File: src/rtl/shell_word_tokenizer_core_defines.svh
// Assertion helpers used by the tokenizer RTL.
// Every check is sampled on the rising clock and is switched off while reset is low.
`ifndef SHELL_WORD_TOKENIZER_CORE_DEFINES_SVH
`define SHELL_WORD_TOKENIZER_CORE_DEFINES_SVH

// The consequent must hold in the same cycle as the antecedent.
`define SWT_ASSERT_SAME(label, clk, rst_n, ante, cons) \
    label: assert property (@(posedge clk) disable iff (!rst_n) (ante) |-> (cons)) \
        else $error("tokenizer check failed in the same cycle");

// The consequent must hold in the cycle after the antecedent.
`define SWT_ASSERT_NEXT(label, clk, rst_n, ante, cons) \
    label: assert property (@(posedge clk) disable iff (!rst_n) (ante) |=> (cons)) \
        else $error("tokenizer check failed one cycle later");

`endif

File: src/rtl/swt_pkg.sv
`timescale 1ns / 1ps
package swt_pkg;

    localparam int MaxResults = 4;
    localparam int NumSlots   = 6;

    localparam logic [7:0] CH_SPACE  = 8'h20;
    localparam logic [7:0] CH_TAB    = 8'h09;
    localparam logic [7:0] CH_LF     = 8'h0A;
    localparam logic [7:0] CH_CR     = 8'h0D;
    localparam logic [7:0] CH_SQUOTE = 8'h27;
    localparam logic [7:0] CH_DQUOTE = 8'h22;
    localparam logic [7:0] CH_BSLASH = 8'h5C;
    localparam logic [7:0] CH_DOLLAR = 8'h24;
    localparam logic [7:0] CH_LOW_N  = 8'h6E;
    localparam logic [7:0] CH_LOW_T  = 8'h74;
    localparam logic [7:0] CH_LOW_R  = 8'h72;

    typedef enum logic [1:0] {
        MODE_NORMAL = 2'd0,
        MODE_SINGLE = 2'd1,
        MODE_DOUBLE = 2'd2,
        MODE_ANSI   = 2'd3
    } t_mode;

    typedef enum logic [1:0] {
        KIND_BYTE = 2'd0,
        KIND_END  = 2'd1,
        KIND_EOI  = 2'd2
    } t_kind;

    typedef struct packed {
        logic [7:0] byte_value;
        logic       last_byte;
    } t_in_item;

    typedef struct packed {
        t_kind      kind;
        logic [7:0] out_byte;
        logic       last_result;
    } t_out_item;

    // All results caused by one input item, in order.
    typedef struct packed {
        logic [2:0]                      count;
        t_out_item [MaxResults-1:0]      items;
    } t_bundle;

    typedef struct packed {
        logic    valid;
        t_bundle bundle;
    } t_qlink;

    function automatic logic is_space(input logic [7:0] c);
        return c inside {CH_SPACE, CH_TAB, CH_LF, CH_CR};
    endfunction

    function automatic logic [7:0] ansi_map(input logic [7:0] c);
        logic [7:0] m;
        case (c)
            CH_LOW_N: m = CH_LF;
            CH_LOW_T: m = CH_TAB;
            CH_LOW_R: m = CH_CR;
            default:  m = c;
        endcase
        return m;
    endfunction

    function automatic t_out_item mk_byte(input logic [7:0] c);
        t_out_item r;
        r.kind        = KIND_BYTE;
        r.out_byte    = c;
        r.last_result = 1'b0;
        return r;
    endfunction

    function automatic t_out_item mk_mark(input t_kind k);
        t_out_item r;
        r.kind        = k;
        r.out_byte    = 8'h00;
        r.last_result = 1'b0;
        return r;
    endfunction

endpackage

File: src/rtl/swt_front.sv
`timescale 1ns / 1ps
`include "shell_word_tokenizer_core_defines.svh"
module swt_front (
    input  logic              i_clk,
    input  logic              i_rst_n,
    input  logic              i_valid,
    input  swt_pkg::t_in_item i_item,
    input  logic              i_full,
    output logic              o_stall,
    output swt_pkg::t_qlink   o_push
);
    import swt_pkg::*;

    t_mode r_mode, n_mode;
    logic  r_esc, n_esc;
    logic  r_dol, n_dol;
    logic  r_tok, n_tok;

    logic                     w_accept;
    logic [7:0]               w_c;
    logic                     w_plain;
    logic [NumSlots-1:0]      w_cv;
    t_out_item [NumSlots-1:0] w_ci;
    t_bundle                  w_bundle;
    logic [2:0]               w_n;

    assign o_stall  = i_full;
    assign w_accept = i_valid && !i_full;
    assign w_c      = i_item.byte_value;

    // Slot order: held dollar, main result, dollar at line end, backslash at
    // line end, token end at line end, end of input.
    always_comb begin
        n_mode  = r_mode;
        n_esc   = r_esc;
        n_dol   = r_dol;
        n_tok   = r_tok;
        w_plain = 1'b0;
        w_cv    = '0;
        w_ci    = '0;

        case (r_mode)
            MODE_SINGLE: begin
                if (w_c == CH_SQUOTE) begin
                    n_mode = MODE_NORMAL;
                end else begin
                    w_cv[1] = 1'b1;
                    w_ci[1] = mk_byte(w_c);
                end
            end
            MODE_DOUBLE, MODE_ANSI: begin
                if (r_esc) begin
                    n_esc   = 1'b0;
                    w_cv[1] = 1'b1;
                    w_ci[1] = mk_byte((r_mode == MODE_ANSI) ? ansi_map(w_c) : w_c);
                end else if (w_c == CH_BSLASH) begin
                    n_esc = 1'b1;
                end else if (w_c == ((r_mode == MODE_ANSI) ? CH_SQUOTE : CH_DQUOTE)) begin
                    n_mode = MODE_NORMAL;
                end else begin
                    w_cv[1] = 1'b1;
                    w_ci[1] = mk_byte(w_c);
                end
            end
            default: begin
                if (r_esc) begin
                    n_esc = 1'b0;
                    if (is_space(w_c)) begin
                        if (r_tok) begin
                            w_cv[1] = 1'b1;
                            w_ci[1] = mk_mark(KIND_END);
                        end
                        n_tok = 1'b0;
                    end else begin
                        w_cv[1] = 1'b1;
                        w_ci[1] = mk_byte(w_c);
                        n_tok   = 1'b1;
                    end
                end else if (r_dol) begin
                    n_dol = 1'b0;
                    if (w_c == CH_SQUOTE) begin
                        n_mode = MODE_ANSI;
                        n_tok  = 1'b1;
                    end else begin
                        w_cv[0] = 1'b1;
                        w_ci[0] = mk_byte(CH_DOLLAR);
                        n_tok   = 1'b1;
                        w_plain = 1'b1;
                    end
                end else begin
                    w_plain = 1'b1;
                end
            end
        endcase

        if (w_plain) begin
            if (is_space(w_c)) begin
                if (n_tok) begin
                    w_cv[1] = 1'b1;
                    w_ci[1] = mk_mark(KIND_END);
                end
                n_tok = 1'b0;
            end else begin
                case (w_c)
                    CH_BSLASH: n_esc = 1'b1;
                    CH_SQUOTE: begin
                        n_mode = MODE_SINGLE;
                        n_tok  = 1'b1;
                    end
                    CH_DQUOTE: begin
                        n_mode = MODE_DOUBLE;
                        n_tok  = 1'b1;
                    end
                    CH_DOLLAR: n_dol = 1'b1;
                    default: begin
                        w_cv[1] = 1'b1;
                        w_ci[1] = mk_byte(w_c);
                        n_tok   = 1'b1;
                    end
                endcase
            end
        end

        if (i_item.last_byte) begin
            if (n_dol) begin
                w_cv[2] = 1'b1;
                w_ci[2] = mk_byte(CH_DOLLAR);
                n_tok   = 1'b1;
            end
            // A dangling backslash survives only inside quotes.
            if (n_esc && n_mode != MODE_NORMAL) begin
                w_cv[3] = 1'b1;
                w_ci[3] = mk_byte(CH_BSLASH);
            end
            if (n_tok) begin
                w_cv[4] = 1'b1;
                w_ci[4] = mk_mark(KIND_END);
            end
            w_cv[5] = 1'b1;
            w_ci[5] = mk_mark(KIND_EOI);
            n_mode  = MODE_NORMAL;
            n_esc   = 1'b0;
            n_dol   = 1'b0;
            n_tok   = 1'b0;
        end
    end

    // Pack the live slots into consecutive entries.
    always_comb begin
        w_n      = 3'd0;
        w_bundle = '0;
        for (int i = 0; i < NumSlots; i++) begin
            if (w_cv[i]) begin
                if (w_n < 3'(MaxResults)) begin
                    w_bundle.items[w_n[1:0]] = w_ci[i];
                end
                w_n = w_n + 3'd1;
            end
        end
        w_bundle.count = w_n;
        for (int j = 0; j < MaxResults; j++) begin
            w_bundle.items[j].last_result = ((3'(j) + 3'd1) == w_n);
        end
    end

    assign o_push.valid  = w_accept && (w_bundle.count != 3'd0);
    assign o_push.bundle = w_bundle;

    always_ff @(posedge i_clk) begin
        if (!i_rst_n) begin
            r_mode <= MODE_NORMAL;
            r_esc  <= 1'b0;
            r_dol  <= 1'b0;
            r_tok  <= 1'b0;
        end else if (w_accept) begin
            r_mode <= n_mode;
            r_esc  <= n_esc;
            r_dol  <= n_dol;
            r_tok  <= n_tok;
        end
    end

    `SWT_ASSERT_NEXT(a_line_end_resets, i_clk, i_rst_n, w_accept && i_item.last_byte, r_mode == MODE_NORMAL && !r_esc && !r_dol && !r_tok)
    `SWT_ASSERT_SAME(a_line_end_pushes, i_clk, i_rst_n, w_accept && i_item.last_byte, o_push.valid)
    `SWT_ASSERT_SAME(a_count_in_range, i_clk, i_rst_n, o_push.valid, o_push.bundle.count != 3'd0 && o_push.bundle.count <= 3'(MaxResults))

endmodule

File: src/rtl/swt_queue.sv
`timescale 1ns / 1ps
module swt_queue (
    input  logic            i_clk,
    input  logic            i_rst_n,
    input  swt_pkg::t_qlink i_push,
    input  logic            i_pop,
    output logic            o_full,
    output swt_pkg::t_qlink o_head
);
    import swt_pkg::*;

    t_bundle    r_mem [2];
    logic       r_wr, r_rd;
    logic [1:0] r_count;
    logic       w_do_pop;

    assign o_full        = (r_count == 2'd2);
    assign o_head.valid  = (r_count != 2'd0);
    assign o_head.bundle = r_mem[r_rd];
    assign w_do_pop      = i_pop && o_head.valid;

    always_ff @(posedge i_clk) begin
        if (i_push.valid) begin
            r_mem[r_wr] <= i_push.bundle;
        end
    end

    always_ff @(posedge i_clk) begin
        if (!i_rst_n) begin
            r_wr    <= 1'b0;
            r_rd    <= 1'b0;
            r_count <= 2'd0;
        end else begin
            if (i_push.valid) begin
                r_wr <= ~r_wr;
            end
            if (w_do_pop) begin
                r_rd <= ~r_rd;
            end
            case ({i_push.valid, w_do_pop})
                2'b10:   r_count <= r_count + 2'd1;
                2'b01:   r_count <= r_count - 2'd1;
                default: r_count <= r_count;
            endcase
        end
    end

endmodule

File: src/rtl/swt_back.sv
`timescale 1ns / 1ps
module swt_back (
    input  logic               i_clk,
    input  logic               i_rst_n,
    input  swt_pkg::t_qlink    i_head,
    output logic               o_pop,
    input  logic               i_stall,
    output logic               o_valid,
    output swt_pkg::t_out_item o_item
);
    import swt_pkg::*;

    logic [1:0] r_sub, n_sub;
    logic       r_valid, n_valid;
    t_out_item  r_item, n_item;
    logic       w_load;
    logic       w_final;

    assign w_load  = !r_valid || !i_stall;
    assign w_final = ({1'b0, r_sub} == (i_head.bundle.count - 3'd1));

    always_comb begin
        n_sub   = r_sub;
        n_valid = r_valid;
        n_item  = r_item;
        o_pop   = 1'b0;
        if (w_load) begin
            n_valid = i_head.valid;
            if (i_head.valid) begin
                n_item = i_head.bundle.items[r_sub];
                if (w_final) begin
                    o_pop = 1'b1;
                    n_sub = 2'd0;
                end else begin
                    n_sub = r_sub + 2'd1;
                end
            end
        end
    end

    always_ff @(posedge i_clk) begin
        if (!i_rst_n) begin
            r_sub   <= 2'd0;
            r_valid <= 1'b0;
        end else begin
            r_sub   <= n_sub;
            r_valid <= n_valid;
        end
    end

    always_ff @(posedge i_clk) begin
        r_item <= n_item;
    end

    assign o_valid = r_valid;
    assign o_item  = r_item;

endmodule

File: src/rtl/shell_word_tokenizer_core.sv
`timescale 1ns / 1ps
// Shell-style word splitter. Bytes of a command line enter on the input channel
// (i_valid / o_stall / i_item), one item per byte, with last_byte set on the
// final byte. Results leave on the output channel (o_valid / i_stall / o_item):
// token bytes, token-end marks and one end-of-input mark per line, with
// last_result set on the final result caused by each input byte.
// A byte is classified in the cycle it is accepted and its results, up to four,
// are written as one entry into a two-entry queue. While the receiver does not
// stall, the back end sends one result per cycle from an output register; a
// byte's results pass through its queue entry and then the output register.
// Throughput is one byte per cycle while each byte gives at most one result
// and the receiver does not stall; a byte giving several results sends them
// one after another, and bytes that only change state write no queue entry.
// The input stalls only when the queue is full.
// Reset clears the quote and escape state, empties the queue and drops any
// result not yet taken. While the receiver stalls, the output item is held
// and the queue keeps absorbing bytes until it fills.
module shell_word_tokenizer_core (
    input  logic               i_clk,
    input  logic               i_rst_n,
    input  logic               i_valid,
    output logic               o_stall,
    input  swt_pkg::t_in_item  i_item,
    output logic               o_valid,
    input  logic               i_stall,
    output swt_pkg::t_out_item o_item
);
    import swt_pkg::*;

    t_qlink w_push;
    t_qlink w_head;
    logic   w_full;
    logic   w_pop;

    swt_front u_front (
        .i_clk   (i_clk),
        .i_rst_n (i_rst_n),
        .i_valid (i_valid),
        .i_item  (i_item),
        .i_full  (w_full),
        .o_stall (o_stall),
        .o_push  (w_push)
    );

    swt_queue u_queue (
        .i_clk   (i_clk),
        .i_rst_n (i_rst_n),
        .i_push  (w_push),
        .i_pop   (w_pop),
        .o_full  (w_full),
        .o_head  (w_head)
    );

    swt_back u_back (
        .i_clk   (i_clk),
        .i_rst_n (i_rst_n),
        .i_head  (w_head),
        .o_pop   (w_pop),
        .i_stall (i_stall),
        .o_valid (o_valid),
        .o_item  (o_item)
    );

endmodule
File: config.mk
export PLATFORM = sky130hd
export DESIGN_NAME = shell_word_tokenizer_core
export DESIGN_NICKNAME = d
export VERILOG_FILES = /design/src/rtl/swt_pkg.sv /design/src/rtl/swt_front.sv /design/src/rtl/swt_queue.sv /design/src/rtl/swt_back.sv /design/src/rtl/shell_word_tokenizer_core.sv
export VERILOG_INCLUDE_DIRS = /design/src /design/src/rtl
export SDC_FILE = /design/constraint.sdc
export NUM_CORES = 1
export LEC_CHECK = 0
export CAP_MARGIN = 5
export CORE_MARGIN = 3
export CORE_UTILIZATION = 45
export DETAILED_ROUTE_END_ITERATION = 12
export DONT_BUFFER_PORTS = 1
export GPL_TIMING_DRIVEN = 1
export PLACE_DENSITY_LB_ADDON = 0.1
export SLEW_MARGIN = 20
export SYNTH_ARGS = -nofsm -noshare
export SYNTH_HDL_FRONTEND = slang
export SYNTH_SLANG_ARGS = --single-unit
export TNS_END_PERCENT = 5
File: constraint.sdc
create_clock -name i_clk -period 10.49 [get_ports i_clk]
set_input_delay 1.5735 -clock i_clk [delete_from_list [all_inputs] [get_ports i_clk]]
set_output_delay 1.5735 -clock i_clk [all_outputs]
set_load 0.03 [all_outputs]
# == Yosys cells after proc, flatten, opt, wreduce, memory -nomap -nowiden ==
# Memory sizes are Yosys's and may differ from the RTL's. A register that Yosys moved wholly into a read port is not among the register bits.
# Cells that the tools add are included.
# totals
wordCells,209
mem_bits_rw,94
regBits,23
inputBits,13
out_inout_bits,13
memories,1
# op_classes
n_addsub,9
mux,123
bitwise_logic,2
order_cmp,16
n_reduce_logical,23
n_eq_ne,23
# memory_table
name,depth,word_bits,read_ports,rd_ports_with_merged_regs,write_ports,line_no,text
u_queue.r_mem,2,47,1,1,1,swt_queue.sv:12,t_bundle r_mem [2];
# op_table
cell,count
44-bit 2-to-1 mux,11
44-bit bitwise mux,5
11-bit 2-to-1 mux,16
11-bit demux with 2-bit select,5
1-bit 2-to-1 mux,50
10-bit 2-to-1 mux,4
8-bit by 6-bit == test with 1-bit output (second input constant),4
8-bit by 7-bit == test with 1-bit output (second input constant),4
8-bit by 4-bit == test with 1-bit output (second input constant),3
8-bit one-hot mux with 3 select lines,1
11-bit binary-select mux with 2-bit select,1
2-bit 2-to-1 mux,11
11-bit one-hot mux with 2 select lines,1
3-bit 2-to-1 mux,6
9-bit 2-to-1 mux,2
8-bit 2-to-1 mux,2
2-bit by 3-bit less-than comparator with 1-bit output (second input constant),5
7-bit 2-to-1 mux,2
3-bit by 1-bit adder with 3-bit output (second input constant),4
3-bit less-than comparator (second input constant),4
2-bit one-hot mux with 2 select lines,3
1-bit logical AND,9
2-bit == test (second input constant),4
8-bit == test,1
24 further kinds,38

# == Longest topological paths before layout ==
# Gate-level depths: netlist of the first run.
# logic_depth
ltp_word,28
ltp_mapped,24
depth_no_buf,23

# == Modules after synthesis ==
# Synthesis of the first run repeated with hierarchy kept, for this count alone.
# hier_totals
hier_cells,522
hier_area_um2,6606.3
# by_module_without_submodules
mod,cells_per_inst,instances,area_per_inst_um2,seq_area_each_um2
swt_queue,169,1,3611.0,2922.8
swt_front,306,1,2173.3,100.1
swt_back,47,1,822.0,390.4

# == Worst setup path before layout of the first run ==
# Ideal clock, no wire load.
# synth_timing
path_type,input-to-reg
from,in i_item[6] (netlist bit)
to,"mem u_queue.r_mem[0][0] (netlist bit), enable pin"
required_time_ns,10.059
t_arrival_ns,7.312
path_slack_ns,2.747
path_buffers,2
stages,21
setup_ns,0.431
cell_sequence,clkbuf_2 -> nor3b_1 -> o21ai_0 -> a21boi_1 -> nand4_1 -> a311oi_1 -> nor2_1 -> ha_1 -> clkbuf_1 -> xnor2_1 -> inv_1 -> ha_1 -> mux2_2 -> ha_1 -> nor2_1 -> a21oi_1 -> ha_1 -> and2_1 -> xnor3_2 -> o311ai_2 -> nor2_1
# synth_rtl
item,line_no,text
start: declaration,shell_word_tokenizer_core.sv:23,"input swt_pkg::t_in_item i_item,"
end: declaration,swt_queue.sv:12,

==> results of run 1 <==
==> cell type report <==
class | instances | area, µm²
Timing Repair Buffer | 2 | 47.5
Tap cell | 140 | 175
Clock buffer | 9 | 225
Inverter | 17 | 63.8
Fill cell | 979 | 5390
Clock inverter | 7 | 90.1
Sequential cell | 98 | 2810
Multi-Input combinational cell | 289 | 2320
==> cells in the mapped netlist (all sizes together), types with 4 or more instances <==
| library cell | number |
|---|---|
| nand2 | 27 |
| xor2 | 5 |
| nor3 | 11 |
| nand3 | 13 |
| nand2b | 5 |
| nor2 | 32 |
| a32oi | 4 |
| o21a | 9 |
| buf | 8 |
| inv | 17 |
| xnor2 | 11 |
| nor2b | 8 |
| a21oi | 19 |
| clkbuf | 10 |
| and2 | 11 |
| a21o | 5 |
| mux4 | 17 |
| ha | 16 |
| o21ai | 15 |
| mux2 | 7 |
| edfxtp | 85 |
| nand4 | 7 |
| nor3b | 6 |
| dfxtp | 13 |
| and3 | 6 |
| a21boi | 7 |
==> power by group through the flow <==
stage / Combinational [W] / Sequential (W) / Clock [W]
finish: 0.000214 / 0.000631 / 0.000337
CTS: 0.000210 / 0.000636 / 0.000346
floorplan: 0.000193 / 0.000604 / 0
detailed placement: 0.000209 / 0.000645 / 0
global placement: 0.000206 / 0.000641 / 0
global route: 0.000236 / 0.000645 / 0.000361
==> routing by layer <==
layer  GRT usage [%]  vias up
met3            3.28       10
li1                -     1604
met1            24.9     1588
met5               0        -
met2            27.6       58
met4            5.62        0
==> registers in the layout, indices dropped and copies added (netlist names), named ones only <==
| name | cells |
|---|---|
| u_front.r_esc | 1 |
| u_back.r_sub | 2 |
| u_back.o_item | 11 |
| u_front.r_mode | 2 |
| u_queue.r_count | 2 |
| u_queue.r_wr | 1 |
| u_front.r_dol | 1 |
| u_front.r_tok | 1 |
| u_back.o_valid | 1 |
| u_queue.r_rd | 1 |
| u_queue.r_mem | 74 |
==> worst min-delay path, cell delays in order (launching register included) <==
cell and delay, ns:
dfxtp_1 0.33, o21ai_0 0.07, a21boi_0 0.09
==> per-stage QoR <==
step	util (%)	setup slack [ns]	instance area, µm²	power, W
6_report	51.6	3.25	5740	0.00118
5_1_grt	51.6	2.80	5740	0.00124
4_1_cts	51.1	3.28	5690	0.00119
3_5_place_dp	48.3	2.94	5380	0.000853
3_3_place_gp	48.3	3.19	5380	0.000847
2_1_floorplan	-	2.75	5260	0.000797
==> path summary, 6_finish.rpt <==
| check | to | cells after the start | slack (ns) |
|---|---|---|---|
| worst min register to register | u_queue.r_count[1] | 2 | 0.54 |
| worst min-delay path | u_queue.r_count[1] | 2 | 0.54 |
| worst max register to register | u_queue.r_count[1] | 20 | 4.37 |
| worst max-delay path | u_queue.r_count[1] | 20 | 3.25 |
==> cells by family after synthesis <==
kind of cell | Yosys count | synth area share (%)
mux | 27 | 9.36
xor+xnor | 17 | 3.26
buf+inv | 35 | 2.64
compound gates | 84 | 11.8
fa+ha+maj | 16 | 3.81
flops | 98 | 53.5
simple gates | 145 | 15.6
==> impl_metrics.yaml, run 1 <==
status:
  status: "completed"
power:
  pwr-share-clk_pct: 28.5
  power_leakage_nw: 1.96
  swShare_pct: 30.0
  p_per_area_mw_per_mm2: 206
  power_frac_comb_pct: 18.1
  p_int_w: 0.000827
  seq_power_share_pct: 53.4
  p_sw_w: 0.000354
  vdd_ir_drop_max_mv: 0.127
synth:
  synthArstFlopShare_pct: 0
  synth_top_area_share_pct: 48.6
  syn-instance-count: 422
  synth_warnings: 0
  ys.flop_type: "edfxtp_1"
  netlist.top_cell.by_area: "edfxtp_1"
  yosysSeqAreaShare_pct: 53.5
  syn_nets: 451
  avgSynthCellArea_um2: 12.5
  ys_top_cells_by_area: "edfxtp_1 (49%), mux4_2 (7.3%), dfxtp_1 (5.0%)"
  synth_edf_count: 85
  synth_cell_types: 72
  ys_ff_latch: 98
  netlist_area_mm2: 0.00526
run:
  maxCapViolCount: 0
global_route:
  grt_max_degree: 38
  antenna_found_initial: 0
  grt_pass1_vias: 3317
  grt_overflow_total: 0
  grtUsageTotal_pct: 17.6
  grt_pass1_wl_um: 17600
cells_and_area:
  layout_commonest_cell: "edfxtp_1"
  area_delta_synth_final_pct: 9.19
  final_cell_mix: "edfxtp_1 (85), nor2_1 (30), nand2_1 (27), inv_1 (17), mux4_2 (17)"
  drive_gt1_share_pct: 14.5
  nets: 446
  diodes: 0
  instances_no_fill: 562
setup_path:
  crit_path_start: "i_item[5]"
  crit_type: "in2reg"
  slowest_stage: "a21boi_1"
  worstPathRequired_ns: 10.75
  max_stage_delay_ns: 0.58
  crit_top_cell: "ha_1"
  crit_chain: "nor3_4, a21boi_1, nand4_1, a311oi_1, nor2_1, ha_1, xnor2_1, inv_1, ha_1, mux2_2, ha_1, nor2_1, a21oi_1, ha_1, and2_1, xnor3_2, o311ai_2, ha_1, or3_1, a21boi_0"
  crit_fanout: 10
  crit_buf_inv: 1
  r2r-start: "u_front.r_mode[1]"
  crit_path_start_kind: "input pin"
  critPathCaptureType: "flip-flop"
  arrival_ns: 7.50
  crit_family: "compound AO/OA/AOI/OAI gates"
place:
  place_congestion: 0.852
  dp.cells: 544
  dp_hpwl_um: 7490
  port_buffers: 0
sta:
  fin_crit_sh_pct: 69.0
  hold_viol_final: 0
  rsz0062_at_grt: "no"
  tightest_slew_ns: 1.12
  finClkSkew_ns: 0.00854
  setup_viol: 0
  fmax_ghz: 0.138
  relSlewSlack_pct: 24.6
  slew_viol_final: 0
  hold_slack_ns: 0.540
  finalSetupTns_ns: 0
  fin_crit_ns: 7.24
drt:
  vias: 3260
  drtAntennaViolNets: 0
  wl_met2_um: 5090
  dr.pass1.iters: 4
  drc: 0
  maxUsedRoutingLayer: "met4"
  dr_wl_met3_um: 343
  drt_iter0_markers: 167
  drt-total-wl_um: 10700
  met1_length_um: 5150
  routedWlPerCell_um: 19.1
  vias_per_cell: 5.80
floorplanning:
  design.core.area_mm2: 0.0111
  start_util_pct: 47.2
  die_h_um: 114
  row_count: 38
  die_w_um: 114
  ios: 26
  die-area_mm2: 0.0130
clock_network:
  cts_root_buffer: "clkbuf_16"
  clkTransAtPathRegs_ns: 0.07
  hold_buffers: 0
  clockBufferDepth: 2
  numCtsBuffers: 9
  cts_tree: "yes"
  clock_sinks: 98
  htreeDepth: 3
  clk_latency_ns: 0.34
  cts_resized: 0
  post_cts_buffers: 0
worst_hold_path:
  holdCritPathClass: "reg2reg"
  hp-start: "u_queue.r_count[1]"
No activity file was read; power rests on OpenSTA's default activity.
==> run 2: changes to the inputs <==
==> constraint.sdc (replaced) <==
create_clock -name i_clk -period 6.1 [get_ports i_clk]
set_input_delay 0.915 -clock i_clk [delete_from_list [all_inputs] [get_ports i_clk]]
set_output_delay 0.915 -clock i_clk [all_outputs]
set_load 0.03 [all_outputs]
==> impl_metrics.yaml, run 2 (synthesis results as in run 1) <==
run:
  maxCapViolCount: 0
sta:
  setup_viol: 0
  rsz0062_at_grt: "no"
  fin_crit_sh_pct: 92.0
  relSlewSlack_pct: 28.7
  finClkSkew_ns: 0.00556
  tightest_slew_ns: 1.07
  hold_viol_final: 0
  hold_slack_ns: 0.525
  fin_crit_ns: 5.61
  setup_ws_ns: 0.487
  fmax_ghz: 0.178
  slew_viol_final: 0
place:
  dp_slack_ns: -0.0187
  dp_hpwl_um: 7610
  dp.cells: 558
  port_buffers: 0
  place_congestion: 0.842
cells_and_area:
  instances_no_fill: 575
  nets: 459
  layout_commonest_cell: "edfxtp_1"
  largest-register: "u_queue.r_mem"
  largest_reg_flops: 74
  drive_gt1_share_pct: 16.6
  final_core_util_pct: 52.0
  area_delta_synth_final_pct: 10.1
  final_cell_mix: "edfxtp_1 (85), nor2_1 (30), nand2_1 (27), inv_1 (17), mux4_2 (17)"
  diodes: 0
setup_path:
  r2r-end: "u_queue.r_mem[1][9]"
  r2r-start: "u_front.r_mode[0]"
  crit_fanout: 37
  critPathCaptureType: "flip-flop"
  rr_worst_depth: 19
  crit_family: "simple AND/OR/NAND/NOR gates"
  r2r_slack_ns: 0.78
  slowest_stage: "nor2_4"
  crit_top_cell: "ha_1"
  worstPathRequired_ns: 6.06
  crit_type: "in2reg"
  crit_path_start_kind: "input pin"
  crit_buf_inv: 1
  max_stage_delay_ns: 0.84
  crit_chain: "nor3b_1, o21ai_0, a21boi_1, nand4_1, a311oi_1, nor2_1, ha_1, xnor2_1, inv_1, ha_1, mux2_2, ha_1, nor2_1, a21oi_1, ha_1, and2_1, xnor3_2, o311ai_4, nor2_4"
  arrival_ns: 5.57
power:
  swShare_pct: 30.4
  seq_power_share_pct: 53.5
  p_per_area_mw_per_mm2: 342
  pwr-share-clk_pct: 26.1
  p_sw_w: 0.000601
  vdd_ir_drop_max_mv: 0.307
  p_int_w: 0.00138
  power_frac_comb_pct: 20.4
  power_leakage_nw: 2.01
clock_network:
  htreeDepth: 3
  cts_resized: 0
  clock_sinks: 98
  cts_tree: "yes"
  clk_latency_ns: 0.34
  cts_root_buffer: "clkbuf_16"
  numCtsBuffers: 9
  clkTransAtPathRegs_ns: 0.07
  post_cts_buffers: 0
  clockBufferDepth: 2
  hold_buffers: 0
drt:
  vias: 3323
  met1_length_um: 5150
  drt-total-wl_um: 10600
  maxUsedRoutingLayer: "met4"
  drc: 0
  drtAntennaViolNets: 0
  vias_per_cell: 5.78
  dr.pass1.iters: 4
  dr_wl_met3_um: 451
  routedWlPerCell_um: 18.5
  drt_iter0_markers: 247
  wl_met2_um: 4930
floorplanning:
  die_w_um: 114
  die_h_um: 114
  ios: 26
  row_count: 38
  start_util_pct: 47.2
  die-area_mm2: 0.0130
  design.core.area_mm2: 0.0111
global_route:
  grt_pass1_vias: 3235
  antenna_found_initial: 0
  grt_pass1_wl_um: 17300
  grt_overflow_total: 0
  grtUsageTotal_pct: 17.2
  grt_max_degree: 38
status:
  status: "completed"
worst_hold_path:
  hp-start: "u_queue.r_count[1]"
  holdCritPathClass: "reg2reg"
  hold-path-endpoint: "u_queue.r_count[1]"
  hold_depth: 2
==> run 2: power by group through the flow <==
stage               logic (W)  clock network, W  registers (W)
finish               0.000403          0.000516        0.00106
global route         0.000448          0.000560        0.00107
CTS                  0.000400          0.000532        0.00106
detailed placement   0.000399                 0        0.00108
global placement     0.000392                 0        0.00107
floorplan            0.000334                 0        0.00104
==> run 2: layout make-up <==
cell class,instances,area (µm²)
multi-input combinational,289,2330
timing repair buffer,15,133
tap,140,175
sequential,98,2810
clock inverter,7,43.8
clock buffer,9,225
fill,1008,5340
inverter,17,63.8
==> run 2: worst max path at each step <==
stage               cells past startpoint       from                   end  slack, ns
global placement                       19  i_item[4]  u_queue.r_mem[0][19]       0.09
finish                                 19  i_item[4]   u_queue.r_mem[1][9]       0.49
floorplan                              21  i_item[6]   u_queue.r_mem[0][0]      -0.39
detailed placement                     21  i_item[4]    u_queue.r_count[1]      -0.02
CTS                                    21  i_item[4]    u_queue.r_count[1]       0.38
global route                           19  i_item[4]   u_queue.r_mem[1][2]       0.06
==> run 2: layer usage <==
metal	vias up	global-route usage [%]
li1	1622	-
met1	1621	24.9
met2	74	25.9
met3	6	4.07
met4	0	5.07
met5	-	0
==> run 2: worst register-to-register path: stages (launching register included) <==
cell and delay, ns:
dfxtp_1 0.57, and4_1 0.25, o211ai_1 0.12, a21o_1 0.21, a21boi_0 0.22, nand2_1 0.11
nor2_1 0.16, ha_1 0.27, xnor2_1 0.21, inv_1 0.09, ha_1 0.29, mux2_2 0.29
ha_1 0.27, nor2_1 0.13, a21oi_1 0.08, ha_1 0.18, and2_1 0.20, xnor3_2 0.28
o311ai_4 0.15, nor2_4 0.84
==> run 2: stage by stage <==
| step | TNS, ns | power [W] | cell area, µm² |
|---|---|---|---|
| 6_report | 0 | 0.00198 | 5790 |
| 5_1_grt | 0 | 0.00208 | 5790 |
| 3_5_place_dp | -0.0187 | 0.00148 | 5480 |
| 4_1_cts | 0 | 0.00199 | 5750 |
| 3_3_place_gp | 0 | 0.00146 | 5480 |
| 2_1_floorplan | -28.75 | 0.00137 | 5260 |
==> run 3: changes to the inputs <==
--- a/config.mk
+++ b/config.mk
@@ -7,6 +7,7 @@
 export NUM_CORES = 1
 export LEC_CHECK = 0
 export CAP_MARGIN = 5
+export CORE_ASPECT_RATIO = 0.6
 export CORE_MARGIN = 3
 export CORE_UTILIZATION = 45
 export DETAILED_ROUTE_END_ITERATION = 12
==> impl_metrics.yaml, run 3 (synthesis results as in run 1) <==
power:
  p_per_area_mw_per_mm2: 356
  vdd_ir_drop_max_mv: 0.201
  p_total_w: 0.00212
  swShare_pct: 30.0
  power_leakage_nw: 2.09
  seq_power_share_pct: 49.3
  p_sw_w: 0.000635
  power_frac_comb_pct: 21.3
  p_int_w: 0.00148
  pwr-share-clk_pct: 29.3
floorplanning:
  die_w_um: 146
  start_util_pct: 48.0
  die-area_mm2: 0.0131
  design.core.area_mm2: 0.0110
  die_h_um: 89.7
  row_count: 29
  ios: 26
global_route:
  grt_pass1_wl_um: 18800
  antenna_found_initial: 0
  grt_overflow_total: 0
  grtUsageTotal_pct: 18.4
  grt_max_degree: 38
  grt_pass1_vias: 3356
clock_network:
  hold_buffers: 0
  numCtsBuffers: 9
  post_cts_buffers: 0
  clkTransAtPathRegs_ns: 0.07
  clock_sinks: 98
  clk_latency_ns: 0.35
  cts_tree: "yes"
  cts_root_buffer: "clkbuf_16"
  cts_resized: 0
  htreeDepth: 3
  clockBufferDepth: 2
run:
  maxCapViolCount: 0
drt:
  drt-total-wl_um: 11900
  vias_per_cell: 5.81
  dr.pass1.iters: 5
  drtAntennaViolNets: 0
  drc: 0
  vias: 3483
  drt_iter0_markers: 252
  routedWlPerCell_um: 19.9
status:
  status: "completed"
sta:
  setup_ws_ns: 0.544
  fin_crit_sh_pct: 91.1
  setup_viol: 0
  slew_viol_final: 0
  hold_viol_final: 0
  relSlewSlack_pct: 45.0
  fin_crit_ns: 5.56
  tightest_slew_ns: 0.819
  finClkSkew_ns: 0.00871
  fmax_ghz: 0.180
  rsz0062_at_grt: "no"
setup_path:
  critPathCaptureType: "flip-flop"
  crit_type: "in2reg"
  crit_path_start_kind: "input pin"
  worstPathRequired_ns: 6.36
  arrival_ns: 5.82
  crit_fanout: 9
cells_and_area:
  nets: 468
  fill_cells: 934
  area_delta_synth_final_pct: 13.0
  largest-register: "u_queue.r_mem"
  layout_commonest_cell: "edfxtp_1"
  final_cell_mix: "edfxtp_1 (85), nor2_1 (30), nand2_1 (27), buf_4 (22)"
  drive_gt1_share_pct: 18.0
  diodes: 0
  largest_reg_flops: 74
place:
  port_buffers: 0
  place_congestion: 0.879
  dp_slack_ns: 0.0671
  dp_hpwl_um: 8490
worst_hold_path:
  holdCritPathClass: "reg2reg"
run 3: cell types whose count changed in the layout (fill, tap and decap cells not counted), moves of 2 or more:
| cell | before | now |
|---|---|---|
| buf_4 | 14 | 22 |
| clkinv_2 | 3 | 0 |
| bufinv_16 | 0 | 2 |
| inv_6 | 1 | 3 |
run 3: power groups by stage:
stage	combinational, W	sequential (W)	clock, W
after floorplan	0.000334	0.00104	0
after CTS	0.000440	0.00105	0.000635
after detailed placement	0.000438	0.00106	0
after global routing	0.000498	0.00106	0.000665
final	0.000451	0.00104	0.000621
after global placement	0.000427	0.00106	0
run 3: worst paths after layout:
check                     start                  to  slack (ns)  cells past startpoint
max                   i_item[4]  u_queue.r_count[1]        0.54                     22
min          u_queue.r_count[1]  u_queue.r_count[1]        0.55                      2
max reg2reg   u_front.r_mode[1]  u_queue.r_count[1]        0.93                     22
min reg2reg  u_queue.r_count[1]  u_queue.r_count[1]        0.55                      2
run 3: area by class of cell:
| type | instances | area (µm²) | area share, % |
|---|---|---|---|
| Timing Repair Buffer | 24 | 220 | 3.71 |
| Tap cell | 155 | 194 | 3.27 |
| Inverter | 17 | 63.8 | 1.08 |
| Clock inverter | 6 | 97.6 | 1.64 |
| Sequential cell | 98 | 2810 | 47.4 |
| Multi-Input combinational cell | 289 | 2320 | 39.1 |
| Clock buffer | 10 | 229 | 3.86 |
run 3: per-stage QoR:
| step | util [%] | area, µm² | cells | TNS, ns | hold WS (ns) |
|---|---|---|---|---|---|
| finish | 54.2 | 5940 | 599 | 0 | 0.547 |
| global route | 54.2 | 5940 | 599 | 0 | 0.585 |
| CTS | 53.7 | 5880 | 597 | 0 | 0.552 |
| detailed placement | 50.7 | 5550 | 581 | 0 | 0.543 |
| global placement | 50.7 | 5550 | 581 | 0 | 0.493 |
| floorplan | - | 5260 | 422 | -28.75 | 0.478 |
run 3: worst max-delay path, cell delays in order:
cell	delay (ns)
nor3b_1	0.17
o21ai_0	0.15
a21boi_1	0.36
nand4_1	0.14
a311oi_1	0.36
nor2_1	0.11
ha_1	0.33
xnor2_1	0.20
inv_1	0.09
ha_1	0.29
mux2_2	0.29
ha_1	0.28
nor2_1	0.15
a21oi_1	0.08
ha_1	0.19
and2_1	0.17
xnor3_2	0.25
o311ai_2	0.29
buf_4	0.19
ha_1	0.27
or3_1	0.36
a21boi_0	0.19
run 3: routing by layer:
layer	routed length, µm	GRT usage, %	vias to the layer above
met5	0	0	-
met4	98	4.03	0
met3	605	4.72	9
met2	5070	26.3	85
met1	6140	28.2	1734
li1	-	-	1655
